File: src/sv/lwub_pkg.sv
// Package for longest_window_under_budget: widths, defaults and the request type.
// No dependencies.
package lwub_pkg;

  localparam int unsigned DEPTH_DEF = 4096;
  localparam int unsigned QDEPTH    = 4;
  localparam int unsigned VALUE_W   = 16;
  localparam int unsigned LEN_W     = 13;
  localparam int unsigned SUM_W     = 32;
  localparam int unsigned DATA_W    = 32;
  localparam int unsigned ADDR_W    = 3;

  typedef struct packed {
    logic [VALUE_W-1:0] value;
    logic               last;
  } item_t;

endpackage

File: src/sv/lwub_front.sv
// Front end of longest_window_under_budget: input queue of requests.
// Depends on lwub_pkg.
module lwub_front (
  input  logic            clk_i,
  input  logic            rst_ni,
  input  logic            push,
  output logic            full,
  input  lwub_pkg::item_t item_i,
  output logic            item_valid_o,
  output lwub_pkg::item_t item_o,
  input  logic            item_ready_i
);
  import lwub_pkg::*;

  localparam int unsigned QAW = $clog2(QDEPTH);
  localparam logic [QAW:0] QFULL = (QAW+1)'(QDEPTH);

  item_t          entries_q [QDEPTH];
  logic [QAW-1:0] wr_ptr_q, wr_ptr_d;
  logic [QAW-1:0] rd_ptr_q, rd_ptr_d;
  logic [QAW:0]   cnt_q, cnt_d;
  logic           do_push, do_pop;

  assign full         = (cnt_q == QFULL);
  assign item_valid_o = (cnt_q != '0);
  assign item_o       = entries_q[rd_ptr_q];
  assign do_push      = push && !full;
  assign do_pop       = item_valid_o && item_ready_i;

  always_comb begin
    wr_ptr_d = do_push ? wr_ptr_q + QAW'(1) : wr_ptr_q;
    rd_ptr_d = do_pop ? rd_ptr_q + QAW'(1) : rd_ptr_q;
    cnt_d    = cnt_q;
    if (do_push && !do_pop) begin
      cnt_d = cnt_q + (QAW+1)'(1);
    end else if (do_pop && !do_push) begin
      cnt_d = cnt_q - (QAW+1)'(1);
    end
  end

  always_ff @(posedge clk_i or negedge rst_ni) begin
    if (!rst_ni) begin
      wr_ptr_q <= '0;
      rd_ptr_q <= '0;
      cnt_q    <= '0;
    end else begin
      wr_ptr_q <= wr_ptr_d;
      rd_ptr_q <= rd_ptr_d;
      cnt_q    <= cnt_d;
    end
  end

  always_ff @(posedge clk_i) begin
    if (do_push) begin
      entries_q[wr_ptr_q] <= item_i;
    end
  end

endmodule

File: config.mk
export PLATFORM = sky130hd
export DESIGN_NAME = lwub_front
export DESIGN_NICKNAME = d
export VERILOG_FILES = /design/src/sv/lwub_pkg.sv /design/src/sv/lwub_front.sv
export SDC_FILE = /design/constraint.sdc
export NUM_CORES = 1
export LEC_CHECK = 0
export BUFFER_PORTS_ARGS = -buffer_cell sky130_fd_sc_hd__buf_2
export CORE_ASPECT_RATIO = 0.5
export CORE_MARGIN = 1
export CORE_UTILIZATION = 60
export CTS_BUF_LIST = sky130_fd_sc_hd__clkbuf_8 sky130_fd_sc_hd__clkbuf_16
export DETAILED_ROUTE_END_ITERATION = 8
export HOLD_SLACK_MARGIN = 0.12
export PLACE_DENSITY_LB_ADDON = 0.3
export RECOVER_POWER = 25
export SLEW_MARGIN = 15
export SYNTH_ARGS = -nofsm -noshare
export SYNTH_HDL_FRONTEND = slang
export SYNTH_SLANG_ARGS = --single-unit
File: constraint.sdc
create_clock -name clk_i -period 5.9 [get_ports clk_i]
set_input_delay 0.59 -clock clk_i [delete_from_list [all_inputs] [get_ports clk_i]]
set_output_delay 0.59 -clock clk_i [all_outputs]
set_load 0.02 [all_outputs]
==> results.toml <==
[finish]
layout_commonest_cell = "edfxtp_1"
fill_cells = 282
insertedDiodeCount = 0
mostFrequentLayoutCells = "edfxtp_1, buf_2, clkbuf_1"
area_delta_synth_final_pct = 12.67
nets = 197
drive_above_1_share = 0.2800

[floorplanning]
die_h_um = 51.44
num_rows = 17
die_x_um = 100.9
dieArea_mm2 = 0.005189
coreArea_mm2 = 0.004552
io_pins = 40
initial_utilization = 0.6443

[logic_synthesis]
synth_area_mm2 = 0.002933
syn-num-nets = 151
synth_top_area_frac = 0.6962
ys_warn_count = 0
synth_cell_type_count = 21
ys_seq_elements = 75
yosysTopAreaCell = "edfxtp_1"
seq_area_frac_synth = 0.7560
syn_inst = 124
avgSynthCellArea_um2 = 23.65
synth.area.top_cells = "edfxtp_1, mux4_1, mux4_2, dfrtp_1, ha_1"

[detailed_routing]
dr.first_iter.drc_count = 30
num_vias = 1323
wl_per_cell_um = 18.88
postRouteAntennaNets = 0
viasPerCell = 5.490
first_pass_iters = 4
totalWireLength_um = 4549
drcViolationCount = 0

[power]
switching_share = 0.3264
p_switching_w = 0.0005286
p_int_w = 0.001091
p_leak_nw = 1.182
irDropWorstVdd_v = 0.0003066
power.density_mw_per_mm2 = 490.1
pwr-share-seq = 0.503
power_frac_comb = 0.307
p_clk_frac = 0.191

[sta]
worst_slew_pin_slew_ps = 1041
fin_crit_sh = 0.4777
tns_ps = 0
finClkSkew_ps = 9.068
slew_violations = 0
fin_ws_ps = 3081
final-setup-viol-count = 0
timing.fmax_ghz = 0.3548
min_period_ps = 2819
hold_viol_final = 0
rsz0062_at_grt = "false"
relSlewSlack = 0.3062

[clocking]
cts.htree.levels = 3
clkSlewWorstSetupHoldPaths_ps = 70
cts_buffers = 9
post_cts_buffers = 0
clock_path_buffers = 2
cts.sinks = 75
tritoncts = "built"
cts_hold_buf = 1
cts-resized-gates = 0
cts_root_buf = "clkbuf_8"
clk_latency_ps = 340

[job]
maxCapViolations = 0

[setup_path]
crit_type = "flop to output port"
critPathRequiredTime_ps = 5310
cp_max_fo = 19
critPathLaunch = "rd_ptr_q[0]"
startpoint_type = "flop"
arrival_ps = 2230
reg2reg_from = "cnt_q[2]"
critPathCaptureType = "output port"

[placement]
place_hpwl_um = 3026
io_buffers = 39
pre_cts_slack_ps = 3381
globalplace.congestion = 0.6687

[global_routing]
antenna_found_initial = 0
grt_max_degree = 20
grt-ovfl-total = 0
grt_pass1_vias = 1392
grtUsageTotal = 0.2067
grt_pass1_wl_um = 7017

[outcome]
status = "finished, final reports clean"

[worst_hold_path]
hold_start = "item_i[14]"
hold_class = "input port to flop"
## final timing paths
kind / slack, ps / end / depth (start not counted)
min: 480 / entries_q[2][14] / 1
min reg2reg: 520 / cnt_q[2] / 1
min in group asynchronous: 600 / cnt_q[2] / 2
max in group asynchronous: 5130 / rd_ptr_q[0] / 2
max reg2reg: 3660 / cnt_q[2] / 8
max: 3080 / item_o[12] / 2
## state kept, by name (all words and copies together) (netlist names)
name and count:
rd_ptr_q 2, entries_q 68, cnt_q 3, wr_ptr_q 2
## synthesized netlist by cell type
library cell	n
inv_1	3
buf_2	2
mux4_2	8
nor3b_4	1
nand2_1	1
or3_4	1
and2_1	4
ha_1	5
mux2_2	1
nand3_1	1
nor2b_1	1
fa_1	1
buf_6	2
buf_12	1
xnor2_1	4
xor2_1	2
dfrtp_1	7
mux4_1	9
mux2_4	1
nor2_1	1
edfxtp_1	68
## layer usage
layer / track usage / up-vias / wire [um]
met1: 0.2527 / 672 / 1953
li1: - / 599 / -
met4: 0.08213 / 0 / 29
met5: 0 / - / 0
met2: 0.3402 / 47 / 2329
met3: 0.07934 / 5 / 236
## through the flow
stage	total power [W]	std cells	util	cell area [um2]	hold WS, ps
after floorplan	0.001197	124	-	2933	294.4
after global placement	0.001310	224	0.6938	3158	432.3
after detailed placement	0.001335	224	0.6938	3158	437.5
after CTS	0.001641	241	0.7298	3322	441.2
after global routing	0.001700	241	0.7259	3304	469.1
final	0.001619	241	0.7259	3304	484.5
## worst max-delay path: stages (launching register included)
cell	delay (ps)
dfrtp_1	1030
mux4_1	680
buf_2	180
## layout make-up
| cell class | instances | area (um2) | area share |
|---|---|---|---|
| clock buffers | 9 | 123.9 | 0.03749 |
| clock inverters | 7 | 30.03 | 0.009087 |
| multi-input cells | 41 | 651.9 | 0.1973 |
| repair buffers | 40 | 187.7 | 0.05680 |
| well taps | 66 | 82.58 | 0.02499 |
| flip-flops and latches | 75 | 2217 | 0.6710 |
| inverters | 3 | 11.26 | 0.003408 |
## kinds of logic (layout without fill, tap and decap cells)
kind of cell / count (synthesis) / in the layout / share of synthesized area
buf+inv: 8 / 59 / 0.02176
xor+xnor: 6 / 6 / 0.01792
mux: 19 / 19 / 0.1510
fa+ha+maj: 6 / 6 / 0.02816
flops: 75 / 75 / 0.7560
simple gates: 10 / 10 / 0.02517
## power groups by stage
stage,registers (W),logic (W),clock network [W]
2_1_floorplan,0.000753,0.000444,0
3_3_place_gp,0.000818,0.000492,0
3_5_place_dp,0.000830,0.000505,0
4_1_cts,0.000818,0.000507,0.000315
5_1_grt,0.000830,0.000535,0.000335
6_report,0.000814,0.000496,0.000309
Note: power is estimated with default switching activity, not from simulation.
